## src/rtl/core/ssdwb_pkg.sv

```systemverilog
`timescale 1ns / 1ps
// ----------------------------------------------------------------------------
// ssdwb_pkg
// Shared types and constants for the write buffer with read forwarding.
// ----------------------------------------------------------------------------
package ssdwb_pkg;

  localparam int unsigned AddrW      = 16;
  localparam int unsigned ValueW     = 32;
  localparam int unsigned CountW     = 4;
  localparam int unsigned InDataW    = 56;
  localparam int unsigned OutDataW   = 56;
  localparam int unsigned OutUserW   = 3;
  localparam int unsigned QueueDepth = 2;

  // Erase counts above this value saturate to it when the command is decoded.
  localparam logic [CountW-1:0] MaxErase = 4'd10;

  // Command codes as they arrive on the input stream.
  typedef enum logic [1:0] {
    OP_WRITE = 2'd0,
    OP_ERASE = 2'd1,
    OP_READ  = 2'd2,
    OP_OTHER = 2'd3
  } op_e;

  // Result kinds as they leave on the output stream.
  typedef enum logic [1:0] {
    KIND_READ  = 2'd0,
    KIND_WRITE = 2'd1,
    KIND_ERASE = 2'd2
  } kind_e;

  // A classified command as it waits in the queue.
  typedef struct packed {
    op_e                op;
    logic [AddrW-1:0]   lba;
    logic [ValueW-1:0]  value;
    logic [CountW-1:0]  count;
  } cmd_t;

  // Handshake between the front end and the back end.
  typedef struct packed {
    logic valid;
    cmd_t cmd;
  } queue_out_t;

  // One held write or erase; data holds the erase count for an erase.
  typedef struct packed {
    logic               is_erase;
    logic [AddrW-1:0]   addr;
    logic [ValueW-1:0]  data;
  } entry_t;

endpackage

```

## src/rtl/core/ssd_write_buffer_with_read_forward_unit.sv

```systemverilog
`timescale 1ns / 1ps
// A write or erase into a non-full buffer passes through ST_EXEC in the back end.
// A full buffer is first flushed as DEPTH beats, one flushed beat per cycle while the output is free.
// A read searches the held entries newest first, up to DEPTH - 1 of them.
// The back-end sequencer takes a new command only from ST_IDLE, once the last one is done.
// Reset: asynchronous active low; the queue and the buffer come up empty.
// ----------------------------------------------------------------------------
// ssd_write_buffer_with_read_forward_unit
// Write buffer with read forwarding: a decoding front end and a queue feed
// a back end that holds pending writes and erases and answers reads.
// ----------------------------------------------------------------------------
module ssd_write_buffer_with_read_forward_unit
  import ssdwb_pkg::*;
#(
  parameter int unsigned DEPTH = 5
) (
  input  logic                 clk_i,
  input  logic                 rst_ni,
  input  logic                 s_axis_tvalid_i,
  output logic                 s_axis_tready_o,
  // Fields from bit 0: command[1:0], lba[17:2], write_value[49:18],
  // erase_count[53:50], zero fill[55:54].
  input  logic [InDataW-1:0]   s_axis_tdata_i,
  output logic                 m_axis_tvalid_o,
  input  logic                 m_axis_tready_i,
  // Fields from bit 0: out_lba[15:0], out_value[47:16], out_count[51:48],
  // zero fill[55:52].
  output logic [OutDataW-1:0]  m_axis_tdata_o,
  // Fields from bit 0: kind[1:0], hit[2].
  output logic [OutUserW-1:0]  m_axis_tuser_o,
  output logic                 m_axis_tlast_o
);

  queue_out_t queue;
  logic       pop;

  // Front end: accept and decode command beats.
  ssdwb_front u_front (
    .clk_i           (clk_i),
    .rst_ni          (rst_ni),
    .s_axis_tvalid_i (s_axis_tvalid_i),
    .s_axis_tready_o (s_axis_tready_o),
    .s_axis_tdata_i  (s_axis_tdata_i),
    .queue_o         (queue),
    .pop_i           (pop)
  );

  // Back end: buffer, flush and read search.
  ssdwb_back #(
    .DEPTH (DEPTH)
  ) u_back (
    .clk_i           (clk_i),
    .rst_ni          (rst_ni),
    .queue_i         (queue),
    .pop_o           (pop),
    .m_axis_tvalid_o (m_axis_tvalid_o),
    .m_axis_tready_i (m_axis_tready_i),
    .m_axis_tdata_o  (m_axis_tdata_o),
    .m_axis_tuser_o  (m_axis_tuser_o),
    .m_axis_tlast_o  (m_axis_tlast_o)
  );

endmodule

```

## src/rtl/core/ssdwb_front.sv

```systemverilog
`timescale 1ns / 1ps
// ----------------------------------------------------------------------------
// ssdwb_front
// Accepts command beats, decodes and saturates them, and holds them in a
// short queue for the back end.
// ----------------------------------------------------------------------------
module ssdwb_front
  import ssdwb_pkg::*;
(
  input  logic                clk_i,
  input  logic                rst_ni,
  input  logic                s_axis_tvalid_i,
  output logic                s_axis_tready_o,
  // Fields from bit 0: command[1:0], lba[17:2], write_value[49:18],
  // erase_count[53:50], zero fill[55:54].
  input  logic [InDataW-1:0]  s_axis_tdata_i,
  output queue_out_t          queue_o,
  input  logic                pop_i
);

  localparam int unsigned PtrW  = $clog2(QueueDepth);
  localparam int unsigned FillW = $clog2(QueueDepth + 1);

  cmd_t             slot_q [QueueDepth];
  logic [PtrW-1:0]  wr_ptr_q, wr_ptr_d;
  logic [PtrW-1:0]  rd_ptr_q, rd_ptr_d;
  logic [FillW-1:0] fill_q, fill_d;
  cmd_t             cmd_in;
  logic [CountW-1:0] raw_count;
  logic             push;

  // Decode the beat and clamp the erase count.
  always_comb begin
    raw_count     = s_axis_tdata_i[53:50];
    cmd_in.lba    = s_axis_tdata_i[17:2];
    cmd_in.value  = s_axis_tdata_i[49:18];
    cmd_in.count  = (raw_count > MaxErase) ? MaxErase : raw_count;
    cmd_in.op     = op_e'(s_axis_tdata_i[1:0]);
  end

  assign s_axis_tready_o = (fill_q != FillW'(QueueDepth));
  assign push            = s_axis_tvalid_i && s_axis_tready_o;

  assign queue_o.valid = (fill_q != '0);
  assign queue_o.cmd   = slot_q[rd_ptr_q];

  // Pointer and fill bookkeeping.
  always_comb begin
    wr_ptr_d = wr_ptr_q;
    rd_ptr_d = rd_ptr_q;
    fill_d   = fill_q;
    if (push) begin
      wr_ptr_d = (wr_ptr_q == PtrW'(QueueDepth - 1)) ? '0 : wr_ptr_q + 1'b1;
    end
    if (pop_i && queue_o.valid) begin
      rd_ptr_d = (rd_ptr_q == PtrW'(QueueDepth - 1)) ? '0 : rd_ptr_q + 1'b1;
    end
    case ({push, pop_i && queue_o.valid})
      2'b10:   fill_d = fill_q + 1'b1;
      2'b01:   fill_d = fill_q - 1'b1;
      default: fill_d = fill_q;
    endcase
  end

  always_ff @(posedge clk_i or negedge rst_ni) begin
    if (!rst_ni) begin
      wr_ptr_q <= '0;
      rd_ptr_q <= '0;
      fill_q   <= '0;
    end else begin
      wr_ptr_q <= wr_ptr_d;
      rd_ptr_q <= rd_ptr_d;
      fill_q   <= fill_d;
    end
  end

  // Queue storage carries payload only.
  always_ff @(posedge clk_i) begin
    if (push) begin
      slot_q[wr_ptr_q] <= cmd_in;
    end
  end

endmodule

```

## src/rtl/core/ssdwb_back.sv

```systemverilog
`timescale 1ns / 1ps
// ----------------------------------------------------------------------------
// ssdwb_back
// Executes queued commands against the entry buffer: flushes a full buffer,
// appends writes and erases, and searches newest first for reads.
// ----------------------------------------------------------------------------
module ssdwb_back
  import ssdwb_pkg::*;
#(
  parameter int unsigned DEPTH = 5
) (
  input  logic                 clk_i,
  input  logic                 rst_ni,
  input  queue_out_t           queue_i,
  output logic                 pop_o,
  output logic                 m_axis_tvalid_o,
  input  logic                 m_axis_tready_i,
  // Fields from bit 0: out_lba[15:0], out_value[47:16], out_count[51:48],
  // zero fill[55:52].
  output logic [OutDataW-1:0]  m_axis_tdata_o,
  // Fields from bit 0: kind[1:0], hit[2].
  output logic [OutUserW-1:0]  m_axis_tuser_o,
  output logic                 m_axis_tlast_o
);

  localparam int unsigned IdxW = (DEPTH > 1) ? $clog2(DEPTH) : 1;
  localparam int unsigned CntW = $clog2(DEPTH + 1);

  typedef enum logic [1:0] {
    ST_IDLE,
    ST_FLUSH,
    ST_EXEC,
    ST_SEARCH
  } state_e;

  state_e            state_q;
  cmd_t              cur_q;
  logic [IdxW-1:0]   idx_q;
  logic [CntW-1:0]   cnt_q;
  entry_t            entries_q [DEPTH];

  logic              out_valid_q;
  kind_e             kind_q;
  logic [AddrW-1:0]  lba_q;
  logic [ValueW-1:0] value_q;
  logic [CountW-1:0] count_q;
  logic              hit_q;
  logic              last_q;

  entry_t            rd_entry;
  logic              out_free;
  logic              out_load;
  logic              match;
  logic [AddrW:0]    erase_end;
  logic              ent_we;
  entry_t            new_entry;

  assign out_free = !out_valid_q || m_axis_tready_i;
  assign pop_o    = (state_q == ST_IDLE) && queue_i.valid;

  // Entry under the flush or search index, and its match against the read.
  always_comb begin
    rd_entry  = entries_q[idx_q];
    erase_end = {1'b0, rd_entry.addr} + {{(AddrW + 1 - CountW){1'b0}},
                                         rd_entry.data[CountW-1:0]};
    if (rd_entry.is_erase) begin
      match = (rd_entry.addr <= cur_q.lba) && ({1'b0, cur_q.lba} < erase_end);
    end else begin
      match = (rd_entry.addr == cur_q.lba);
    end
  end

  // A new result beat enters the output register in this cycle.
  always_comb begin
    case (state_q)
      ST_FLUSH:  out_load = out_free;
      ST_EXEC:   out_load = out_free && (cur_q.op == OP_READ) && (cnt_q == '0);
      ST_SEARCH: out_load = out_free && (match || (idx_q == '0));
      default:   out_load = 1'b0;
    endcase
  end

  // Append path for writes and erases.
  always_comb begin
    ent_we             = (state_q == ST_EXEC) &&
                         ((cur_q.op == OP_WRITE) || (cur_q.op == OP_ERASE));
    new_entry.is_erase = (cur_q.op == OP_ERASE);
    new_entry.addr     = cur_q.lba;
    new_entry.data     = (cur_q.op == OP_ERASE) ?
                         {{(ValueW - CountW){1'b0}}, cur_q.count} : cur_q.value;
  end

  always_ff @(posedge clk_i) begin
    if (ent_we) begin
      entries_q[cnt_q[IdxW-1:0]] <= new_entry;
    end
  end

  // Sequencer with the output register.
  always_ff @(posedge clk_i or negedge rst_ni) begin
    if (!rst_ni) begin
      state_q     <= ST_IDLE;
      cur_q       <= '0;
      idx_q       <= '0;
      cnt_q       <= '0;
      out_valid_q <= 1'b0;
      kind_q      <= KIND_READ;
      lba_q       <= '0;
      value_q     <= '0;
      count_q     <= '0;
      hit_q       <= 1'b0;
      last_q      <= 1'b0;
    end else begin
      if (out_load) begin
        out_valid_q <= 1'b1;
      end else if (m_axis_tready_i) begin
        out_valid_q <= 1'b0;
      end
      case (state_q)
        ST_IDLE: begin
          if (queue_i.valid) begin
            cur_q <= queue_i.cmd;
            idx_q <= '0;
            state_q <= (cnt_q == CntW'(DEPTH)) ? ST_FLUSH : ST_EXEC;
          end
        end
        ST_FLUSH: begin
          if (out_free) begin
            kind_q      <= rd_entry.is_erase ? KIND_ERASE : KIND_WRITE;
            lba_q       <= rd_entry.addr;
            value_q     <= rd_entry.is_erase ? '0 : rd_entry.data;
            count_q     <= rd_entry.is_erase ? rd_entry.data[CountW-1:0] : '0;
            hit_q       <= 1'b0;
            last_q      <= (idx_q == IdxW'(DEPTH - 1)) && (cur_q.op != OP_READ);
            if (idx_q == IdxW'(DEPTH - 1)) begin
              cnt_q   <= '0;
              state_q <= ST_EXEC;
            end else begin
              idx_q <= idx_q + 1'b1;
            end
          end
        end
        ST_EXEC: begin
          case (cur_q.op)
            OP_WRITE, OP_ERASE: begin
              cnt_q   <= cnt_q + 1'b1;
              state_q <= ST_IDLE;
            end
            OP_READ: begin
              if (cnt_q == '0) begin
                if (out_free) begin
                  kind_q      <= KIND_READ;
                  lba_q       <= cur_q.lba;
                  value_q     <= '0;
                  count_q     <= '0;
                  hit_q       <= 1'b0;
                  last_q      <= 1'b1;
                  state_q     <= ST_IDLE;
                end
              end else begin
                idx_q   <= IdxW'(cnt_q - 1'b1);
                state_q <= ST_SEARCH;
              end
            end
            default: begin
              state_q <= ST_IDLE;
            end
          endcase
        end
        ST_SEARCH: begin
          if (out_free) begin
            if (match || (idx_q == '0)) begin
              kind_q      <= KIND_READ;
              lba_q       <= cur_q.lba;
              value_q     <= (match && !rd_entry.is_erase) ? rd_entry.data : '0;
              count_q     <= '0;
              hit_q       <= match;
              last_q      <= 1'b1;
              state_q     <= ST_IDLE;
            end else begin
              idx_q <= idx_q - 1'b1;
            end
          end
        end
        default: begin
          state_q <= ST_IDLE;
        end
      endcase
    end
  end

  assign m_axis_tvalid_o = out_valid_q;
  assign m_axis_tdata_o  = {{(OutDataW - AddrW - ValueW - CountW){1'b0}},
                            count_q, value_q, lba_q};
  assign m_axis_tuser_o  = {hit_q, kind_q};
  assign m_axis_tlast_o  = last_q;

endmodule
```

## config.mk

```make
export PLATFORM = sky130hd
export DESIGN_NAME = ssd_write_buffer_with_read_forward_unit
export DESIGN_NICKNAME = d
export VERILOG_FILES = /design/src/rtl/core/ssdwb_pkg.sv /design/src/rtl/core/ssd_write_buffer_with_read_forward_unit.sv /design/src/rtl/core/ssdwb_front.sv /design/src/rtl/core/ssdwb_back.sv
export SDC_FILE = /design/constraint.sdc
export NUM_CORES = 1
export LEC_CHECK = 0
export ABC_CLOCK_PERIOD_IN_PS = 6890
export BUFFER_PORTS_ARGS = -buffer_cell sky130_fd_sc_hd__buf_2
export CAP_MARGIN = 0
export CORE_MARGIN = 2
export CORE_UTILIZATION = 48
export CTS_BUF_LIST = sky130_fd_sc_hd__clkbuf_8
export CTS_CLUSTER_SIZE = 10
export DETAILED_ROUTE_END_ITERATION = 6
export PLACE_DENSITY = 0.66
export SYNTH_ARGS = -nofsm -noshare
export SYNTH_HDL_FRONTEND = slang
export SYNTH_HIERARCHICAL = 1
export SYNTH_SLANG_ARGS = --single-unit
```

## constraint.sdc

```tcl
create_clock -name clk_i -period 6.89 [get_ports clk_i]
set_clock_uncertainty 0.15 [all_clocks]
set_input_delay 0.689 -clock clk_i [delete_from_list [all_inputs] [get_ports clk_i]]
set_output_delay 0.689 -clock clk_i [all_outputs]
set_load 0.05 [all_outputs]
```

======== After elaboration in Yosys (flattened, before gate mapping) ========
Memory sizes are Yosys's and may differ from the RTL's. A register that Yosys moved wholly into a read port is not among the register bits.
Index checks and enable logic that the tools add are counted.
word-level totals
  flip-flop bits (word level) ............. 69
  RAM bits ................................ 353
  input port bits ......................... 60
  output and inout bits ................... 62
  memories kept ........................... 2
memory list
  name              words  bits a word  read ports  clocked after Yosys merged registers in  write ports  line               text
  u_back.entries_q  5      49           1           0                                        1            ssdwb_back.sv:40   entry_t entries_q [DEPTH];
  u_front.slot_q    2      54           1           1                                        1            ssdwb_front.sv:24  cmd_t slot_q [QueueDepth];
cells by class
  $add $sub $neg .......................... 9
  order comparisons ....................... 3
  equal/unequal tests ..................... 25
  mux-type cells .......................... 77
  reduce and logical (&&, ||, !) cells .... 32
operators with widths
  cell                   number
  $mux W32               9
  $mux W16               6
  $pmux W32 S3           1
  $pmux W16 S3           1
  $mux W4                8
  $mux W3                10
  $mux W2                13
  $mux W1                20
  $add A16 B4 Y17        1
  $lt A16 B17 Y1         1
  $eq A16 B16 Y1         1
  $le A16 B16 Y1         1
  $ne A2 B1 Y1 const B   8
  $reduce_and A7 Y1      2
  $ne A2 B2 Y1 const B   6
  $pmux W3 S4            1
  $pmux W4 S3            1
  $logic_and A1 B1 Y1    10
  $pmux W1 S3            3
  $eq A2 B2 Y1 const B   4
  $pmux W2 S4            1
  $reduce_bool A2 Y1     4
  $add A3 B1 Y3 const B  2
  $eq A2 B1 Y1 const B   3
  20 further kinds       29

======== Longest topological paths before layout ========
An unclocked memory read counts as a cell.
  word-level depth ........................ 10
  gate-level depth with buffers ........... 25
  mapped depth without buffers ............ 20

======== By module ========
Netlist, hierarchy kept.
by module, submodules not included
  module       times used  cells an instance  area an instance (um^2)  seq. area each (um^2)
  ssdwb_back   1           985                15443.6                  10334.9
  ssdwb_front  1           190                4326.6                   3343.2

======== Worst setup path before layout ========
No wires, ideal clock.
  path kind ............................... reg-to-reg
  from .................................... reg u_back.idx_q[0]
  to ...................................... reg u_back.lba_q[0]
  arrival ................................. 5337 ps
  data required time ...................... 6612 ps
  slack ................................... 1275 ps
  cell stages (with the launch flop) ...... 24
  period minus slack after synthesis ...... 5615 ps
  path through ............................ dfrtp_1 buf_6 buf_8 buf_1 mux4_2 mux2i_1 inv_1 ha_1 fa_1 a21o_1 a21oi_1 or4_4 nor2_1 xnor2_1 ha_1 nand4_1 a2111oi_0 a221oi_1 a211oi_1 nand3_1 o21ai_1 a211o_1 buf_2 mux2_1
on the way
  cells in the longest elaborated chain, start to end .. 8
RTL lines
  item                                line               text
  start, declared                     ssdwb_back.sv:38   logic [IdxW-1:0] idx_q;
  start signal, assigned              ssdwb_back.sv:139  idx_q <= idx_q + 1'b1;
  start signal, assigned              ssdwb_back.sv:161  idx_q <= IdxW'(cnt_q - 1'b1);
  start signal, assigned              ssdwb_back.sv:181  idx_q <= idx_q - 1'b1;
  $mem_v2 Z5 W49                      -
  $add A16 B4 Y17                     ssdwb_back.sv:64   erase_end = {1'b0, rd_entry.addr} + {{(AddrW + 1 - CountW){1'b0}},
  $lt A16 B17 Y1                      ssdwb_back.sv:67   match = (rd_entry.addr <= cur_q.lba) && ({1'b0, cur_q.lba} < erase_end);
  $logic_and A1 B1 Y1                 ssdwb_back.sv:67
  $mux W1                             ssdwb_back.sv:66   if (rd_entry.is_erase) begin
  $logic_or A1 B1 Y1                  ssdwb_back.sv:172  if (match || (idx_q == '0)) begin
  $ne A2 B1 Y1 (no source line)       -
  $reduce_and A7 Y1 (no source line)  -
  end signal, assigned                ssdwb_back.sv:130  lba_q <= rd_entry.addr;
  end signal, assigned                ssdwb_back.sv:153  lba_q <= cur_q.lba;
  end signal, assigned                ssdwb_back.sv:174  lba_q <= cur_q.lba;
  end, declared                       ssdwb_back.sv:44   logic [AddrW-1:0] lba_q;
Parallel ways exist; a longest one is shown, timed or not. The select of a mux whose other input is x is not followed.
A chain may end at the register's enable or synchronous reset.

======== Worst setup path in the final report ========
  from .................................... reg u_back.idx_q[0]
  to ...................................... reg u_back.lba_q[3]
Same word-level chain as after synthesis.

==> out/summary.txt <==
WORST SETUP PATH
--------------------------------------------------------------------------------------
CP max stage cell ....................................................... sky130_fd_sc_hd__dfrtp_4
Critical path class .....................................................      reg2reg
Worst flop-to-flop path endpoint ........................................ u_back/lba_q[3]
Startpoint type of the worst setup path .................................    flip-flop
Required @ worst endpoint ...............................................      7290 ps
Flop-to-flop setup slack ................................................       730 ps
Critical Path Max Stage Delay ...........................................       760 ps
Count of cells along the worst register-to-register path ................           21
Family of cells with the greatest summed delay on the critical path ..... compound AO/OA/AOI/OAI gates
Worst-path cell chain ................................................... mux4_2 > mux2i_1 > inv_1 > ha_1 > fa_1 > a21o_1 > a21oi_1 > or4_4 > nor2_1 > xnor2_1 > ha_1 > nand4_1 > a2111oi_0 > a221oi_1 > a211oi_1 > nand3_1 > o21ai_1 > a211o_2 > buf_12 > buf_4 > mux2i_1
Largest fanout on the critical path .....................................           40
Data arrival time of the critical path ..................................      6550 ps
Launch point of the worst reg-to-reg path ............................... u_back/idx_q[0]
Worst setup EP type .....................................................    flip-flop
Bufs and invs on worst path .............................................            3

CLOCK TREE
--------------------------------------------------------------------------------------
Cts hold-fix bufs .......................................................            1
Clock tree from TritonCTS ...............................................         done
Clock buffers created by TritonCTS ......................................           77
Clock tree sinks ........................................................          476
Cts repair resizes ......................................................            0
Source-to-sink clock delay at the later pin of the worst-skew pair ......       620 ps
Count of buffers added by post-CTS timing repair for setup ..............            0
Root buffer selected by CTS ............................................. sky130_fd_sc_hd__clkbuf_8
Clock-pin slew on the worst setup and hold paths ........................        60 ps
H-tree levels ...........................................................            3
Maximum clock path buffer count .........................................            3

LOGIC SYNTHESIS
--------------------------------------------------------------------------------------
Number of distinct standard cells referenced by the synthesized netlist .           63
Synth Area per Inst .....................................................    16.83 µm²
Synthesized netlist cell count ..........................................        1,175
Post-synthesis instance area ............................................   19,770 µm²
Share of flip-flops with an asynchronous set or reset after synthesis ...       0.2584
Most used flip-flop cell after synthesis ................................ sky130_fd_sc_hd__edfxtp_1
Yosys Warn Count ........................................................            6
Synthesized flop and latch total ........................................          476
Sequential fraction of the synthesis area ...............................       0.6919
Number of flops mapped to enable cells by yosys .........................          353

ROUTING
--------------------------------------------------------------------------------------
Aggregate routed wire length ............................................     39.93 mm
Drt first pass iters ....................................................            5
Violation count after the first detailed-route iteration ................          653
DRC viols ...............................................................            0
Via count normalized by instance count ..................................        5.335
Post-route ant nets .....................................................            0
Vias post-DR ............................................................       10,320
Routed wirelength normalized by instance count ..........................     20.64 µm

CELLS AND AREA
--------------------------------------------------------------------------------------
Diodes inserted .........................................................            0
Area growth syn-to-layout ...............................................       13.51%
Post-layout net count ...................................................        1,439
Final design instance area without fill .................................   22,440 µm²
Share of post-route cells with drive strength above 1 ...................       0.2889

FLOORPLANNING
--------------------------------------------------------------------------------------
Height of the die .......................................................     207.0 µm
FP Rows .................................................................           74
Die area ................................................................   42,830 µm²
Total I/O pin count .....................................................          122
X dimension of the die ..................................................     207.0 µm
Core area ...............................................................   40,740 µm²
Initial cell density of the core ........................................       0.4853

GRT
--------------------------------------------------------------------------------------
Global Route met2 Usage .................................................       0.2886
First-pass GRT wire length ..............................................     60.61 mm
Via count of the first global-routing pass ..............................       10,370
Global router's overall resource usage ..................................       0.1911
Largest net degree at the start of global routing .......................           64
Highest-utilization routing layer at the global route stage .............         met2
Met3 routing resource usage after global routing ........................      0.04050
Global routing met1 resource utilization ................................       0.2779
Antenna violations before repair ........................................            0
Grt total ovfl ..........................................................            0

TIMING
--------------------------------------------------------------------------------------
Final worst path period share ...........................................       0.8937
Headroom to the max-slew limit ..........................................       0.2904
Worst Tran Pin Value ....................................................      1064 ps
Final count of negative-setup-slack endpoints ...........................            0
Number of max-slew violations in the final report .......................            0
Final hold violations ...................................................            0
Fmax ....................................................................   0.1624 GHz
Unrepaired setup endpoints after global routing .........................           no
Crit path time final ....................................................      6158 ps
Worst-case hold slack ...................................................     105.0 ps
Accumulated negative setup slack ........................................         0 ps

PLACED DESIGN
--------------------------------------------------------------------------------------
PortBufs ................................................................          115
Cell area after placement ...............................................   20,920 µm²
Sum of net half-perimeters after detailed placement .....................     24.47 mm
RePlAce Congestion ......................................................       0.8891

MIN PATH
--------------------------------------------------------------------------------------
Kind of path behind the tightest hold check .............................       in2reg
Hold path startpoint .................................................... s_axis_tdata_i[43]
Hold-critical path depth ................................................            1
Hold Path End ........................................................... u_front/slot_q[1][29]

POWER AND IR DROP
--------------------------------------------------------------------------------------
Pwr Density ............................................................. 484.2 nW/µm²
Power Total .............................................................    0.01087 W
Worst supply voltage drop on vdd ........................................  0.0003718 V
Leakage .................................................................     8.832 nW

OUTCOME
--------------------------------------------------------------------------------------
Outcome .................................................................    completed

JOB
--------------------------------------------------------------------------------------
Max-cap violation count .................................................            0

-- synthesized netlist by cell type, types with 3 or more instances --
cell type,instances,share of area
sky130_fd_sc_hd__a21o_1,5,0.0019
sky130_fd_sc_hd__nor2_1,20,0.0038
sky130_fd_sc_hd__o21ai_0,48,0.012
sky130_fd_sc_hd__nand2_1,68,0.013
sky130_fd_sc_hd__o31ai_1,6,0.0023
sky130_fd_sc_hd__buf_1,6,0.0011
sky130_fd_sc_hd__mux2i_1,56,0.028
sky130_fd_sc_hd__nor4_1,3,0.00095
sky130_fd_sc_hd__a31oi_1,3,0.00095
sky130_fd_sc_hd__nor2b_1,6,0.0019
sky130_fd_sc_hd__xnor2_1,19,0.0084
sky130_fd_sc_hd__edfxtp_1,353,0.54
sky130_fd_sc_hd__clkbuf_1,30,0.0057
sky130_fd_sc_hd__inv_1,49,0.0093
sky130_fd_sc_hd__mux4_2,43,0.049
sky130_fd_sc_hd__a21oi_1,18,0.0046
sky130_fd_sc_hd__and2_1,30,0.0095
sky130_fd_sc_hd__dfrtp_1,123,0.16
sky130_fd_sc_hd__nand2b_1,8,0.0025
sky130_fd_sc_hd__nand4_1,7,0.0022
sky130_fd_sc_hd__mux2_2,58,0.033
sky130_fd_sc_hd__a221oi_1,3,0.0013
sky130_fd_sc_hd__o2bb2ai_1,35,0.016
sky130_fd_sc_hd__nand3_1,5,0.0013
sky130_fd_sc_hd__nor3_1,6,0.0015
sky130_fd_sc_hd__mux2_4,49,0.037
sky130_fd_sc_hd__xor2_1,4,0.0018
sky130_fd_sc_hd__a22oi_1,5,0.0019
sky130_fd_sc_hd__and3_1,5,0.0016
sky130_fd_sc_hd__nor3b_1,3,0.0011
sky130_fd_sc_hd__buf_4,9,0.0034
sky130_fd_sc_hd__ha_1,40,0.025
sky130_fd_sc_hd__mux2_1,7,0.0040
sky130_fd_sc_hd__buf_6,10,0.0057
-- logic make-up after synthesis --
family          synth area share
compound gates           0.04905
xor+xnor                 0.01019
fa+ha+maj                0.02734
buf+inv                  0.02652
flops                     0.6919
mux                       0.1516
other cells            0.0001897
simple gates             0.04329
-- through the flow --
step	utilization	setup slack, ps	std cells
2_1_floorplan	-	1275	1178
3_3_place_gp	0.5135	709.1	1789
3_5_place_dp	0.5135	678.1	1789
4_1_cts	0.5508	668.7	1934
5_1_grt	0.5508	234.1	1934
6_report	0.5508	732.4	1934
-- cell type report --
type	count	area, µm²
clock buffers	90	1239
clock inverters	54	271.5
fillers	3260	18300
inverters	49	183.9
multi-input cells	595	5624
flip-flops and latches	476	13690
well taps	532	665.6
repair buffers	138	769.5
-- per-layer routing --
metal,routed length [µm],up-vias
li1,-,4814
met1,18350,5184
met2,18280,264
met3,2518,55
met4,778,0
met5,0,-
-- cell usage in the layout (no fill, tap or decap), types with 3 or more instances in the layout --
master / synthesis / layout
sky130_fd_sc_hd__clkbuf_8: 0 / 90
sky130_fd_sc_hd__conb_1: 1 / 4
sky130_fd_sc_hd__ha_1: 40 / 40
sky130_fd_sc_hd__nand3_1: 5 / 5
sky130_fd_sc_hd__nor3_1: 6 / 6
sky130_fd_sc_hd__a31oi_1: 3 / 3
sky130_fd_sc_hd__mux2_1: 7 / 7
sky130_fd_sc_hd__a21oi_1: 18 / 18
sky130_fd_sc_hd__clkinv_2: 0 / 5
sky130_fd_sc_hd__a22oi_1: 5 / 5
sky130_fd_sc_hd__nor2_4: 0 / 4
sky130_fd_sc_hd__xor2_1: 4 / 4
sky130_fd_sc_hd__o31ai_1: 6 / 6
sky130_fd_sc_hd__edfxtp_1: 353 / 353
sky130_fd_sc_hd__mux2i_1: 56 / 56
sky130_fd_sc_hd__a21o_1: 5 / 5
sky130_fd_sc_hd__nor4_1: 3 / 3
sky130_fd_sc_hd__nor2_1: 20 / 16
sky130_fd_sc_hd__a221oi_1: 3 / 3
sky130_fd_sc_hd__mux4_2: 43 / 43
sky130_fd_sc_hd__buf_2: 2 / 114
sky130_fd_sc_hd__inv_1: 49 / 85
sky130_fd_sc_hd__mux2_4: 49 / 49
sky130_fd_sc_hd__nand2b_1: 8 / 8
sky130_fd_sc_hd__dfrtp_1: 123 / 120
sky130_fd_sc_hd__nor2b_1: 6 / 6
sky130_fd_sc_hd__nor3b_1: 3 / 3
sky130_fd_sc_hd__clkinv_1: 0 / 6
sky130_fd_sc_hd__buf_4: 9 / 21
sky130_fd_sc_hd__mux2_2: 58 / 58
sky130_fd_sc_hd__o2bb2ai_1: 35 / 35
sky130_fd_sc_hd__nand2_1: 68 / 68
sky130_fd_sc_hd__and2_1: 30 / 30
sky130_fd_sc_hd__nand4_1: 7 / 7
sky130_fd_sc_hd__o21ai_0: 48 / 48
sky130_fd_sc_hd__xnor2_1: 19 / 19
-- worst reg2reg max path: cells and delay by family (launching register included) --
| kind | cells | cell delay [ps] |
|---|---|---|
| xor gates and xnor gates | 1 | 120 |
| AOI/OAI and AO/OA | 7 | 1940 |
| buffers and inverters | 3 | 630 |
| muxes | 3 | 1060 |
| and+or+nand+nor | 4 | 510 |
| adders and majority gates | 3 | 930 |
| DFF | 1 | 760 |
-- sequential cells by signal (all words and copies together), names as in the netlist, 2 cells and up --
| signal | count |
|---|---|
| u_back/cnt_q | 3 |
| u_back/count_q | 4 |
| u_back/cur_q | 54 |
| u_back/entries_q | 245 |
| u_back/idx_q | 3 |
| u_back/kind_q | 2 |
| u_back/lba_q | 16 |
| u_back/state_q | 2 |
| u_back/value_q | 32 |
| u_front/fill_q | 2 |
| u_front/slot_q | 108 |
-- report_power, final --
part | leakage [nW] | switching (W) | internal (W) | total, W
registers | 4.76 | 0.000530 | 0.00404 | 0.00457
clock network | 0.911 | 0.00109 | 0.00124 | 0.00232
logic | 3.16 | 0.00234 | 0.00163 | 0.00397
total | 8.83 | 0.00396 | 0.00690 | 0.0109
-- worst max path at each step --
stage,startpoint,to,slack [ps],depth (start not counted)
after global placement,u_back/idx_q[0],u_back/lba_q[1],710,21
after global routing,u_back/idx_q[0],u_back/lba_q[1],230,21
after floorplan,u_back/idx_q[0],u_back/lba_q[0],1280,23
final,u_back/idx_q[0],u_back/lba_q[3],730,21
after CTS,u_back/idx_q[0],u_back/lba_q[3],670,21
after detailed placement,u_back/idx_q[0],u_back/lba_q[3],680,21
Power figures use the tool's default switching activity.
